### src/rtl/dwcd_pkg.sv
`timescale 1ns / 1ps
// dwcd_pkg: shared types and constants of the debounce with chatter detection block
// used by every module in rtl; depends on nothing

package dwcd_pkg;

    localparam int TIME_W  = 40;
    localparam int WORD_W  = 32;
    localparam int CFG_W   = 16;
    localparam int CNT_W   = 4;
    localparam int ADDR_W  = 4;
    localparam int DATA_W  = 32;

    localparam int REJECT_THRESHOLD_DEF = 4;

    localparam logic [CFG_W-1:0] SAMPLE_PERIOD_RST = 16'd10;
    localparam logic [CFG_W-1:0] DEBOUNCE_RST      = 16'd50;
    localparam logic [CFG_W-1:0] WINDOW_RST        = 16'd1000;
    localparam logic [CFG_W-1:0] HOLD_RST          = 16'd5000;

    localparam logic [1:0] REG_SAMPLE_PERIOD = 2'd0;
    localparam logic [1:0] REG_DEBOUNCE      = 2'd1;
    localparam logic [1:0] REG_WINDOW        = 2'd2;
    localparam logic [1:0] REG_HOLD          = 2'd3;

    typedef enum logic [1:0] {
        ST_IDLE,
        ST_EVAL,
        ST_COUNT,
        ST_OUT
    } state_t;

    typedef struct packed {
        logic              level_in;
        logic [TIME_W-1:0] now_ms;
    } sample_t;

    typedef struct packed {
        logic              stable_level;
        logic              raw_toggle;
        logic              pulse_dropped;
        logic              chatter_begun;
        logic              level_changed;
        logic              chattering;
        logic [TIME_W-1:0] transition_age_ms;
        logic [CNT_W-1:0]  rejections_in_window;
        logic [WORD_W-1:0] last_reject_width_ms;
        logic [WORD_W-1:0] accepted_count;
        logic [WORD_W-1:0] rejected_count;
        logic [WORD_W-1:0] chatter_count;
    } result_t;

    // count token walking the cell row
    typedef struct packed {
        logic             valid;
        logic [CNT_W-1:0] left;
        logic [CNT_W-1:0] hits;
    } tok_t;

endpackage

### src/rtl/dwcd_cell.sv
`timescale 1ns / 1ps
// dwcd_cell: one rejection timestamp slot of the cell row, with its window compare
// depends on dwcd_pkg

module dwcd_cell
(
    input  logic                        clk,
    input  logic                        rst_n,
    input  logic                        shift,
    input  logic [dwcd_pkg::TIME_W-1:0] t_in,
    output logic [dwcd_pkg::TIME_W-1:0] t_out,
    input  dwcd_pkg::tok_t              tok_in,
    output dwcd_pkg::tok_t              tok_out,
    input  logic [dwcd_pkg::TIME_W-1:0] now,
    input  logic [dwcd_pkg::CFG_W-1:0]  window
);

    logic [dwcd_pkg::TIME_W-1:0] t_reg;
    logic [dwcd_pkg::TIME_W-1:0] diff;
    logic                        hit;
    dwcd_pkg::tok_t              tok_reg;
    dwcd_pkg::tok_t              tok_next;

    always_ff @(posedge clk)
    begin
        if (shift)
        begin
            t_reg <= t_in;
        end
    end

    assign diff = now - t_reg;
    assign hit  = (tok_in.left != '0) && (now >= t_reg)
                  && (diff <= dwcd_pkg::TIME_W'(window));

    always_comb
    begin
        tok_next.valid = tok_in.valid;
        tok_next.left  = (tok_in.left != '0) ? tok_in.left - 1'b1 : tok_in.left;
        tok_next.hits  = tok_in.hits + dwcd_pkg::CNT_W'(hit);
    end

    always_ff @(posedge clk or negedge rst_n)
    begin
        if (!rst_n)
        begin
            tok_reg <= '0;
        end
        else
        begin
            tok_reg <= tok_next;
        end
    end

    assign t_out   = t_reg;
    assign tok_out = tok_reg;

endmodule

### src/rtl/debounce_with_chatter_detect.sv
`timescale 1ns / 1ps
// debounce_with_chatter_detect: top level, register port, sequencer and the cell row
// depends on dwcd_pkg and dwcd_cell
//
//  channel   signals                            beat
//  sample    sample_valid, sample_stall, sample level and uptime in, one per sample
//  result    result_valid, result_stall, result debounced state and counters out
//  apb       psel, penable, pwrite, paddr ...   four 16 bit registers at 0x0..0xc
//
// a sample is taken in ST_IDLE, then passes ST_EVAL and ST_OUT, where its result is registered
// a sample that ends a rejected pulse also passes ST_COUNT between ST_EVAL and ST_OUT, while
// the count token walks the row of timestamp cells, one cell a cycle
// sample_stall is high while a sample is being worked on
// a finished beat waits in the result register; the next sample is taken meanwhile
// reset clears all control state and loads the register defaults

module debounce_with_chatter_detect
#(
    parameter int REJECT_THRESHOLD = dwcd_pkg::REJECT_THRESHOLD_DEF
)
(
    input  logic                        clk,
    input  logic                        rst_n,
    input  logic                        sample_valid,
    output logic                        sample_stall,
    input  dwcd_pkg::sample_t           sample,
    output logic                        result_valid,
    input  logic                        result_stall,
    output dwcd_pkg::result_t           result,
    input  logic                        psel,
    input  logic                        penable,
    input  logic                        pwrite,
    input  logic [dwcd_pkg::ADDR_W-1:0] paddr,
    input  logic [dwcd_pkg::DATA_W-1:0] pwdata,
    output logic [dwcd_pkg::DATA_W-1:0] prdata,
    output logic                        pready
);

    localparam int TW = dwcd_pkg::TIME_W;
    localparam int WW = dwcd_pkg::WORD_W;
    localparam int CW = dwcd_pkg::CFG_W;
    localparam int NW = dwcd_pkg::CNT_W;
    localparam logic [WW-1:0] MAX32 = '1;
    localparam logic [TW-1:0] MAX40 = '1;

    function automatic logic [WW-1:0] sat_inc(input logic [WW-1:0] v);
        sat_inc = (v != MAX32) ? v + 1'b1 : v;
    endfunction

    // register port
    logic [CW-1:0] period_reg;
    logic [CW-1:0] debounce_reg;
    logic [CW-1:0] window_reg;
    logic [CW-1:0] hold_reg;
    logic [1:0]    reg_index;
    logic          cfg_write;

    assign reg_index = paddr[3:2];
    assign cfg_write = psel && penable && pwrite;
    assign pready    = 1'b1;

    always_ff @(posedge clk or negedge rst_n)
    begin
        if (!rst_n)
        begin
            period_reg   <= dwcd_pkg::SAMPLE_PERIOD_RST;
            debounce_reg <= dwcd_pkg::DEBOUNCE_RST;
            window_reg   <= dwcd_pkg::WINDOW_RST;
            hold_reg     <= dwcd_pkg::HOLD_RST;
        end
        else if (cfg_write)
        begin
            case (reg_index)
                dwcd_pkg::REG_SAMPLE_PERIOD: period_reg   <= pwdata[CW-1:0];
                dwcd_pkg::REG_DEBOUNCE:      debounce_reg <= pwdata[CW-1:0];
                dwcd_pkg::REG_WINDOW:        window_reg   <= pwdata[CW-1:0];
                dwcd_pkg::REG_HOLD:          hold_reg     <= pwdata[CW-1:0];
                default:                     period_reg   <= period_reg;
            endcase
        end
    end

    always_comb
    begin
        case (reg_index)
            dwcd_pkg::REG_SAMPLE_PERIOD: prdata = dwcd_pkg::DATA_W'(period_reg);
            dwcd_pkg::REG_DEBOUNCE:      prdata = dwcd_pkg::DATA_W'(debounce_reg);
            dwcd_pkg::REG_WINDOW:        prdata = dwcd_pkg::DATA_W'(window_reg);
            dwcd_pkg::REG_HOLD:          prdata = dwcd_pkg::DATA_W'(hold_reg);
            default:                     prdata = '0;
        endcase
    end

    // state
    dwcd_pkg::state_t  state_reg, state_next;
    logic              level_reg, level_next;
    logic [TW-1:0]     now_reg, now_next;
    logic              seen_reg, seen_next;
    logic              stable_reg, stable_next;
    logic              raw_reg, raw_next;
    logic              cand_active_reg, cand_active_next;
    logic              cand_level_reg, cand_level_next;
    logic [WW-1:0]     cand_age_reg, cand_age_next;
    logic [NW-1:0]     fill_reg, fill_next;
    logic [NW-1:0]     hits_reg, hits_next;
    logic [WW-1:0]     last_width_reg, last_width_next;
    logic [TW-1:0]     chatter_end_reg, chatter_end_next;
    logic [TW-1:0]     last_accept_reg, last_accept_next;
    logic [TW-1:0]     first_time_reg, first_time_next;
    logic [WW-1:0]     accepts_reg, accepts_next;
    logic [WW-1:0]     rejects_reg, rejects_next;
    logic [WW-1:0]     chatters_reg, chatters_next;
    logic              was_chat_reg, was_chat_next;
    logic              edge_reg, edge_next;
    logic              rej_reg, rej_next;
    logic              started_reg, started_next;
    logic              accepted_reg, accepted_next;
    logic              launch_reg, launch_next;
    logic              out_valid_reg, out_valid_next;
    dwcd_pkg::result_t out_data_reg, out_data_next;
    logic              shift;

    // cell row
    logic [TW-1:0]  t_q   [REJECT_THRESHOLD];
    dwcd_pkg::tok_t tok_q [REJECT_THRESHOLD];
    dwcd_pkg::tok_t tok_head;

    always_comb
    begin
        tok_head.valid = launch_reg;
        tok_head.left  = fill_reg;
        tok_head.hits  = '0;
    end

    for (genvar i = 0; i < REJECT_THRESHOLD; i++)
    begin : g_cell
        dwcd_cell u_cell
        (
            .clk     (clk),
            .rst_n   (rst_n),
            .shift   (shift),
            .t_in    ((i == 0) ? now_reg : t_q[(i == 0) ? 0 : i - 1]),
            .t_out   (t_q[i]),
            .tok_in  ((i == 0) ? tok_head : tok_q[(i == 0) ? 0 : i - 1]),
            .tok_out (tok_q[i]),
            .now     (now_reg),
            .window  (window_reg)
        );
    end

    // sequencer
    logic [WW:0]   age_sum;
    logic [WW-1:0] age_new;
    logic [TW:0]   end_sum;
    logic [TW-1:0] since;

    always_comb
    begin
        state_next       = state_reg;
        level_next       = level_reg;
        now_next         = now_reg;
        seen_next        = seen_reg;
        stable_next      = stable_reg;
        raw_next         = raw_reg;
        cand_active_next = cand_active_reg;
        cand_level_next  = cand_level_reg;
        cand_age_next    = cand_age_reg;
        fill_next        = fill_reg;
        hits_next        = hits_reg;
        last_width_next  = last_width_reg;
        chatter_end_next = chatter_end_reg;
        last_accept_next = last_accept_reg;
        first_time_next  = first_time_reg;
        accepts_next     = accepts_reg;
        rejects_next     = rejects_reg;
        chatters_next    = chatters_reg;
        was_chat_next    = was_chat_reg;
        edge_next        = edge_reg;
        rej_next         = rej_reg;
        started_next     = started_reg;
        accepted_next    = accepted_reg;
        launch_next      = 1'b0;
        out_valid_next   = out_valid_reg && result_stall;
        out_data_next    = out_data_reg;
        shift            = 1'b0;
        sample_stall     = 1'b1;

        age_sum = (cand_active_reg && (cand_level_reg == level_reg))
                  ? {1'b0, cand_age_reg} + (WW + 1)'(period_reg)
                  : (WW + 1)'(period_reg);
        age_new = age_sum[WW] ? MAX32 : age_sum[WW-1:0];
        end_sum = {1'b0, now_reg} + (TW + 1)'(hold_reg);
        since   = (accepts_reg != '0) ? last_accept_reg : first_time_reg;

        case (state_reg)
            dwcd_pkg::ST_IDLE:
            begin
                sample_stall = 1'b0;
                if (sample_valid)
                begin
                    level_next = sample.level_in;
                    now_next   = sample.now_ms;
                    state_next = dwcd_pkg::ST_EVAL;
                end
            end
            dwcd_pkg::ST_EVAL:
            begin
                edge_next     = 1'b0;
                rej_next      = 1'b0;
                started_next  = 1'b0;
                accepted_next = 1'b0;
                state_next    = dwcd_pkg::ST_OUT;
                if (!seen_reg)
                begin
                    seen_next       = 1'b1;
                    stable_next     = level_reg;
                    raw_next        = level_reg;
                    cand_level_next = level_reg;
                    first_time_next = now_reg;
                end
                else
                begin
                    raw_next  = level_reg;
                    edge_next = level_reg != raw_reg;
                    if (level_reg == stable_reg)
                    begin
                        if (cand_active_reg)
                        begin
                            shift           = 1'b1;
                            launch_next     = 1'b1;
                            fill_next       = (fill_reg < NW'(REJECT_THRESHOLD))
                                              ? fill_reg + 1'b1 : fill_reg;
                            last_width_next = cand_age_reg;
                            rejects_next    = sat_inc(rejects_reg);
                            rej_next        = 1'b1;
                            was_chat_next   = chatter_end_reg > now_reg;
                            state_next      = dwcd_pkg::ST_COUNT;
                        end
                        cand_active_next = 1'b0;
                        cand_level_next  = stable_reg;
                        cand_age_next    = '0;
                    end
                    else
                    begin
                        cand_level_next = level_reg;
                        if (age_new >= WW'(debounce_reg))
                        begin
                            stable_next      = level_reg;
                            cand_active_next = 1'b0;
                            cand_age_next    = '0;
                            last_accept_next = now_reg;
                            hits_next        = '0;
                            fill_next        = '0;
                            accepts_next     = sat_inc(accepts_reg);
                            accepted_next    = 1'b1;
                        end
                        else
                        begin
                            cand_active_next = 1'b1;
                            cand_age_next    = age_new;
                        end
                    end
                end
            end
            dwcd_pkg::ST_COUNT:
            begin
                if (tok_q[REJECT_THRESHOLD-1].valid)
                begin
                    hits_next = tok_q[REJECT_THRESHOLD-1].hits;
                    if (tok_q[REJECT_THRESHOLD-1].hits >= NW'(REJECT_THRESHOLD))
                    begin
                        chatter_end_next = end_sum[TW] ? MAX40 : end_sum[TW-1:0];
                        if (!was_chat_reg)
                        begin
                            chatters_next = sat_inc(chatters_reg);
                            started_next  = 1'b1;
                        end
                    end
                    state_next = dwcd_pkg::ST_OUT;
                end
            end
            dwcd_pkg::ST_OUT:
            begin
                if (!out_valid_reg || !result_stall)
                begin
                    out_valid_next                     = 1'b1;
                    out_data_next.stable_level         = stable_reg;
                    out_data_next.raw_toggle           = edge_reg;
                    out_data_next.pulse_dropped        = rej_reg;
                    out_data_next.chatter_begun        = started_reg;
                    out_data_next.level_changed        = accepted_reg;
                    out_data_next.chattering           = chatter_end_reg > now_reg;
                    out_data_next.transition_age_ms    = (now_reg >= since)
                                                         ? now_reg - since : '0;
                    out_data_next.rejections_in_window = hits_reg;
                    out_data_next.last_reject_width_ms = last_width_reg;
                    out_data_next.accepted_count       = accepts_reg;
                    out_data_next.rejected_count       = rejects_reg;
                    out_data_next.chatter_count        = chatters_reg;
                    state_next                         = dwcd_pkg::ST_IDLE;
                end
            end
            default:
            begin
                state_next = dwcd_pkg::ST_IDLE;
            end
        endcase
    end

    always_ff @(posedge clk or negedge rst_n)
    begin
        if (!rst_n)
        begin
            state_reg       <= dwcd_pkg::ST_IDLE;
            seen_reg        <= 1'b0;
            stable_reg      <= 1'b0;
            raw_reg         <= 1'b0;
            cand_active_reg <= 1'b0;
            cand_level_reg  <= 1'b0;
            cand_age_reg    <= '0;
            fill_reg        <= '0;
            hits_reg        <= '0;
            last_width_reg  <= '0;
            chatter_end_reg <= '0;
            last_accept_reg <= '0;
            first_time_reg  <= '0;
            accepts_reg     <= '0;
            rejects_reg     <= '0;
            chatters_reg    <= '0;
            was_chat_reg    <= 1'b0;
            edge_reg        <= 1'b0;
            rej_reg         <= 1'b0;
            started_reg     <= 1'b0;
            accepted_reg    <= 1'b0;
            launch_reg      <= 1'b0;
            out_valid_reg   <= 1'b0;
        end
        else
        begin
            state_reg       <= state_next;
            seen_reg        <= seen_next;
            stable_reg      <= stable_next;
            raw_reg         <= raw_next;
            cand_active_reg <= cand_active_next;
            cand_level_reg  <= cand_level_next;
            cand_age_reg    <= cand_age_next;
            fill_reg        <= fill_next;
            hits_reg        <= hits_next;
            last_width_reg  <= last_width_next;
            chatter_end_reg <= chatter_end_next;
            last_accept_reg <= last_accept_next;
            first_time_reg  <= first_time_next;
            accepts_reg     <= accepts_next;
            rejects_reg     <= rejects_next;
            chatters_reg    <= chatters_next;
            was_chat_reg    <= was_chat_next;
            edge_reg        <= edge_next;
            rej_reg         <= rej_next;
            started_reg     <= started_next;
            accepted_reg    <= accepted_next;
            launch_reg      <= launch_next;
            out_valid_reg   <= out_valid_next;
        end
    end

    always_ff @(posedge clk)
    begin
        level_reg    <= level_next;
        now_reg      <= now_next;
        out_data_reg <= out_data_next;
    end

    assign result_valid = out_valid_reg;
    assign result       = out_data_reg;

endmodule

### config.mk
export PLATFORM = sky130hd
export DESIGN_NAME = debounce_with_chatter_detect
export DESIGN_NICKNAME = d
export VERILOG_FILES = /design/src/rtl/dwcd_pkg.sv /design/src/rtl/dwcd_cell.sv /design/src/rtl/debounce_with_chatter_detect.sv
export SDC_FILE = /design/constraint.sdc
export NUM_CORES = 2
export LEC_CHECK = 0
export BUFFER_PORTS_ARGS = -buffer_cell sky130_fd_sc_hd__buf_2
export CAP_MARGIN = 20
export CORE_UTILIZATION = 54
export CTS_CLUSTER_SIZE = 14
export DETAILED_ROUTE_END_ITERATION = 10
export GPL_TIMING_DRIVEN = 0
export HOLD_SLACK_MARGIN = 0.1
export PLACE_DENSITY = 0.82
export SKIP_LAST_GASP = 1
export SLEW_MARGIN = 0
export SYNTH_ARGS = -nofsm -noshare
export SYNTH_HDL_FRONTEND = slang
export SYNTH_SLANG_ARGS = --single-unit
### constraint.sdc
create_clock -name clk -period 43.9 [get_ports clk]
set_clock_uncertainty 0.1 [all_clocks]
set_input_delay 4.39 -clock clk [delete_from_list [all_inputs] [get_ports clk]]
set_output_delay 4.39 -clock clk [all_outputs]
set_load 0.03 [all_outputs]
== Word-level counts from Yosys, hierarchy flattened ==
Index checks and enable logic that the tools add are counted.

* Input bits: 84
* Output and inout port bits: 213
* Bits in registers: 774
* Logic and storage cells: 203

* Magnitude comparators: 13
* Bitwise gates (word level): 3
* Multiplexer cells: 47
* Add/sub/neg operators: 17
* Reduce and logical (&&, ||, !) cells: 43
* Eq/ne operators: 24

{| class="wikitable"
|+ Operators with widths
! kind !! number
|-
| >= comparator 40 bit || 5
|-
| subtractor 40 bit || 5
|-
| less-or-equal comparator 40 x 16 -> 1 bit || 4
|-
| case mux 32 bit (4 select lines) || 1
|-
| adder 32 x 1 -> 32 bit (second input constant) || 3
|-
| two-way mux 32 bit || 3
|-
| != test 32 bit (second input constant) || 3
|-
| two-way mux 40 bit || 2
|-
| adder 40 x 16 -> 41 bit || 1
|-
| greater-than comparator 40 bit || 1
|-
| two-way mux 4 bit || 10
|-
| adder 32 x 16 -> 33 bit || 1
|-
| two-way mux 33 bit || 1
|-
| >= comparator 32 x 16 -> 1 bit || 1
|-
| nonzero test 32 bit || 1
|-
| AND reduction 5 bit || 5
|-
| two-way mux 1 bit || 24
|-
| != test 2 bit (second input constant) || 9
|-
| AND reduction 2 bit || 8
|-
| nonzero test 4 bit || 4
|-
| logical AND 1 bit || 12
|-
| AND reduction 4 bit || 3
|-
| subtractor 4 x 1 -> 4 bit (second input constant) || 3
|-
| AND reduction 3 bit || 3
|-
| 19 further kinds || 34
|}

== Logic depth before layout (Yosys ltp) ==
* Word-level depth: 9
* Depth in mapped cells: 25
* Mapped depth without buffers: 25

== Hierarchy ==
A second synthesis with hierarchy kept.

* Cells, all modules: 4581
* Area total of the unflattened synthesis: 47227.8 um^2

{| class="wikitable"
|+ By module, submodules not included
! module !! instances !! cells an instance !! area an instance (um^2) !! sequential area each (um^2)
|-
| debounce_with_chatter_detect || 1 || 2450 || 28715.0 || 15755.1
|-
| dwcd_cell at g_cell[0].u_cell ... || 3 || 532 || 4619.4 || 1426.4
|-
| dwcd_cell at g_cell[3].u_cell || 1 || 535 || 4654.5 || 1426.4
|}

== Worst setup path before layout ==
Ideal clock, no wire load.

* Path type: input -> register
* Start: in result_stall
* End: reg out_data_reg (netlist bit result[0]) (enable)
* Slack: 25.634 ns
* Buffers on the path: 0
* Library setup time: 0.989 ns
* Required time: 42.811 ns
* Stages on the path: 1
* Data arrival time: 17.177 ns
* Cell sequence: a21boi_0

* Cells in the longest elaborated chain, start to end: 3

{| class="wikitable"
|+ Ends and longest elaborated chain
! what !! line !! source
|-
| from (decl) || debounce_with_chatter_detect.sv:28 || <nowiki>input logic result_stall,</nowiki>
|-
| zero test 1 bit || debounce_with_chatter_detect.sv:284 || <nowiki>if (!out_valid_reg || !result_stall)</nowiki>
|-
| logical OR 1 bit || debounce_with_chatter_detect.sv:284 ||
|-
| AND reduction 2 bit (no line) || -- ||
|-
| to (signal assigned) || debounce_with_chatter_detect.sv:370 || <nowiki>out_data_reg <= out_data_next;</nowiki>
|-
| to (decl) || debounce_with_chatter_detect.sv:120 || <nowiki>dwcd_pkg::result_t out_data_reg, out_data_next;</nowiki>
|}

Every way passes these cells.
A chain may end at the register's enable or synchronous reset.

== Worst setup path in the final report ==
* Start: in paddr[2] (netlist bit)
* End: out prdata[11] (netlist bit)

* Cells in the longest elaborated chain, start to end: 2
* Elaborated cells between the ends (all ways): 5
* Those cells by class: eq/ne (3); mux (1); reduce/logical (1)

{| class="wikitable"
|+ Ends and longest elaborated chain
! what !! line !! source
|-
| from (decl) || debounce_with_chatter_detect.sv:33 || <nowiki>input logic [dwcd_pkg::ADDR_W-1:0] paddr,</nowiki>
|-
| equality test 2 bit (tied with other cells) || debounce_with_chatter_detect.sv:85 || <nowiki>case (reg_index)</nowiki>
|-
| case mux 32 bit (4 select lines) (*) || debounce_with_chatter_detect.sv:85 ||
|-
| to (decl) || debounce_with_chatter_detect.sv:35 || <nowiki>output logic [dwcd_pkg::DATA_W-1:0] prdata,</nowiki>
|}

Mark *: on every way between the ends. The rest lies on a longest branch, timed or not. The select of a mux whose other input is x is not followed.

==> results_dict.tcl <==
set metrics [dict create \
    outcome "finished, final reports clean" \
    drive_gt1_share_pct 13.5 \
    die_y_um 291 \
    hpwlAfterDp_um 90300 \
    clkPwrFrac_pct 21.8 \
    track_usage_pct 27.9 \
    cts-root-buf "clkbuf_16" \
    drcViolationCount 0 \
    dr.first_iter.drc_count 2847 \
    wirelength_um 120000 \
    die_w_um 291 \
    power.internal_uw 1920 \
    ios 297 \
    hold_depth 0 \
    num-nets-final 5148 \
    synth-main-ff-cell "edfxtp_1" \
    r2r_start "now_reg[1]" \
    synth-seq-cells 771 \
    peakVddDrop_uv 45.3 \
    num_vias 35100 \
    path_delay_family "buffers and inverters" \
    avgRoutedWirePerCell_um 20.6 \
    maxSlewHeadroom_pct 23.8 \
    switchingPower_uw 1310 \
    fin_crit_ns 11.19 \
    port_buffers 261 \
    pwr-share-comb_pct 44.6 \
    vias_per_cell 6.03 \
    holdPathEnd "g_cell[2].u_cell.tok_out[8]" \
    crit_type "in2out" \
    hold_buffers 0 \
    antenna_found_initial 4 \
    largest_reg_flops 178 \
    cts_tree "done" \
    dr_wl_met3_um 7980 \
    final_max_slew_viol_count 0 \
    core_sq_mm 0.0824 \
    synth-edff-count 379 \
    async_flop_share_pct 50.8 \
    syn_avg_cell_area_sq_um 10.5 \
    grt_pass1_wl_um 187000 \
    nFillCells 6477 \
    area_growth_pct 12.9 \
    placement_rows 105 \
    dp.cells 5672 \
    start_util_pct 54.8 \
    crit_buf_inv 4 \
    timing.rr.end "g_cell[3].u_cell.tok_out[2]" \
    syn_area_sq_mm 0.0451 \
    setup_viol 0 \
    cellPowerDensity_mw_per_mm2 63.4 \
    cts_buffer_depth 3 \
    startpoint_type "primary input" \
    clock_sinks 771 \
    cts_setup_buffers 0 \
    synthDominantCellAreaShare_pct 25.2 \
    wl_met2_um 56900 \
    maxCapViolations 0 \
    clk_latency_ns 0.66 \
    wirelength_met1_um 49400 \
    stdcell_count 5823 \
    fmax_ghz 0.0894 \
    end_kind "output pin" \
    ff2ff_path_depth 23 \
    synthCells 4310 \
    synthTopCellsByArea "edfxtp_1, dfrtp_1, ha_1" \
    htree_levels 3 \
    swShare_pct 40.7 \
    holdWs_ns 0.249 \
    synth_cell_types 97 \
    cp.arrival_ns 6.70 \
    final_util_pct 61.9 \
    ys_seq_area_share_pct 47.0 \
    cts_resized 0 \
    cpMaxStageDelayCell "buf_1" \
    worstHoldStart "g_cell[1].u_cell.tok_out[8]" \
    place.gp.congestion 0.974 \
    dr.max_layer_used "met4" \
    clk_pin_slew_ns 0.06 \
    tightest_slew_ns 1.13 \
    hold_viol 0 \
    ff2ff_setup_slack_ns 36.79 \
    grt_max_degree 118 \
    required_ns 39.41 \
    leakagePower_uw 0.0227 \
    dieArea_sq_mm 0.0848 \
    critPathMaxStageDelay_ns 0.79 \
    rsz0062_at_grt "false" \
    cp_common_cell "buf_2" \
    grt_overflow 0 \
    seq_power_share_pct 33.6 \
    tns_ns 0 \
    synth_top_cell_by_area "edfxtp_1" \
    cts_buffers 81 \
    grt_pass1_vias 34300 \
    worstPathCellList "buf_2 -> clkbuf_1 -> buf_1 -> mux4_2 -> buf_2" \
    ys_warn_count 0 \
    hp-class "reg2reg" \
    finalCritPeriodShare_pct 25.5 \
    crit_fanout 10 \
    dr.pass1.iters 8 \
    ant_nets 0 \
]
==> per-layer routing <==
metal / up-vias / GRT usage, %
li1: 16400 / -
met1: 17000 / 35.8
met2: 1399 / 47.0
met3: 312 / 3.71
met4: 0 / 13.1
met5: - / 0
==> cells in the final DEF, fill, tap and decap left out, types with 16 or more instances in the layout <==
cell and instances:
dfstp_2 16, buf_2 273, buf_4 18, nor2b_1 42, a2111oi_0 18, mux2_4 37, o22ai_1 16, and3_1 47
o21ai_0 203, o21a_1 27, nor4_1 34, o21bai_1 30, dfrtp_1 376, and2_1 33, ha_1 372, xnor2_1 186
nand2_1 384, o22a_1 19, clkbuf_1 115, a211oi_1 29, nand3_1 111, o31ai_1 18, clkbuf_16 83, a21oi_1 288
mux2i_1 63, a21o_1 135, a31oi_1 39, inv_1 332, nand2b_1 47, o211ai_1 23, xor2_1 82, conb_1 17
edfxtp_1 379, mux4_2 16, nand4_1 109, nor3_1 66, mux2_2 97, nor2_1 271
==> through the flow <==
| step | total power, uW | worst slack (ns) | area [sq um] |
|---|---|---|---|
| after floorplan | 2130 | 25.63 | 45200 |
| after global placement | 2500 | 21.10 | 47800 |
| after detailed placement | 2510 | 32.75 | 48200 |
| after CTS | 3230 | 32.74 | 51000 |
| after global routing | 3410 | 32.55 | 51000 |
| final | 3230 | 32.71 | 51000 |
==> cell type report <==
cell class                 instances  area, sq um  area share [%]
antenna                            4         10.0          0.0196
clock inverter                    38          519            1.02
inverter                         332         1250            2.45
tap                             1070         1340            2.63
sequential                       771        21200            41.6
clock buffer                     109         2240            4.40
multi-input combinational       3081        22100            43.4
timing repair buffer             277         1630            3.20
buffer                           141          653            1.28
==> how the worst max path moves through the flow <==
stage	startpoint	end	slack (ns)	depth (start not counted)
finish	paddr[2]	prdata[11]	32.71	5
global route	paddr[2]	prdata[11]	32.55	5
CTS	paddr[2]	prdata[11]	32.74	5
detailed placement	paddr[2]	prdata[13]	32.75	5
global placement	result_stall	result[41]	21.10	2
floorplan	result_stall	result[0]	25.63	1
==> power by group through the flow <==
stage | Combinational [uW] | Sequential [uW] | Clock [uW]
2_1_floorplan | 931 | 1200 | 0
4_1_cts | 1430 | 1080 | 714
6_report | 1440 | 1090 | 703
5_1_grt | 1570 | 1100 | 741
3_5_place_dp | 1420 | 1090 | 0
3_3_place_gp | 1370 | 1140 | 0
==> logic make-up (layout without fill, tap and decap cells) <==
family / after synthesis / in the layout / synth area share (%)
compound gates: 983 / 983 / 14.1
other cells: 2 / 21 / 0.0166
buf+inv: 473 / 897 / 4.20
mux: 213 / 213 / 5.85
simple gates: 1221 / 1221 / 13.1
flops: 771 / 771 / 47.0
fa+ha+maj: 379 / 379 / 10.6
xor+xnor: 268 / 268 / 5.20
==> cell usage after synthesis, drive strengths merged (11+ instances only) <==
library cell and instances:
buf 41, nor4 35, nor3 66, nor2 272, mux4 16, nand2b 47
nand2 385, or4 11, and3 49, o22a 19, nand3 112, edfxtp 379
o21bai 30, clkbuf 100, mux2 134, a21oi 288, a2111oi 20, mux2i 63
xor2 82, inv 332, o22ai 16, xnor2 186, o2111ai 14, dfstp 16
a31oi 39, or2 12, o21a 27, or3 15, nand4 109, ha 372
and2 35, o31ai 18, o211ai 24, dfrtp 376, a211oi 29, a21o 135
nor2b 42, o21ai 208
(Power assumes the default switching activity.)
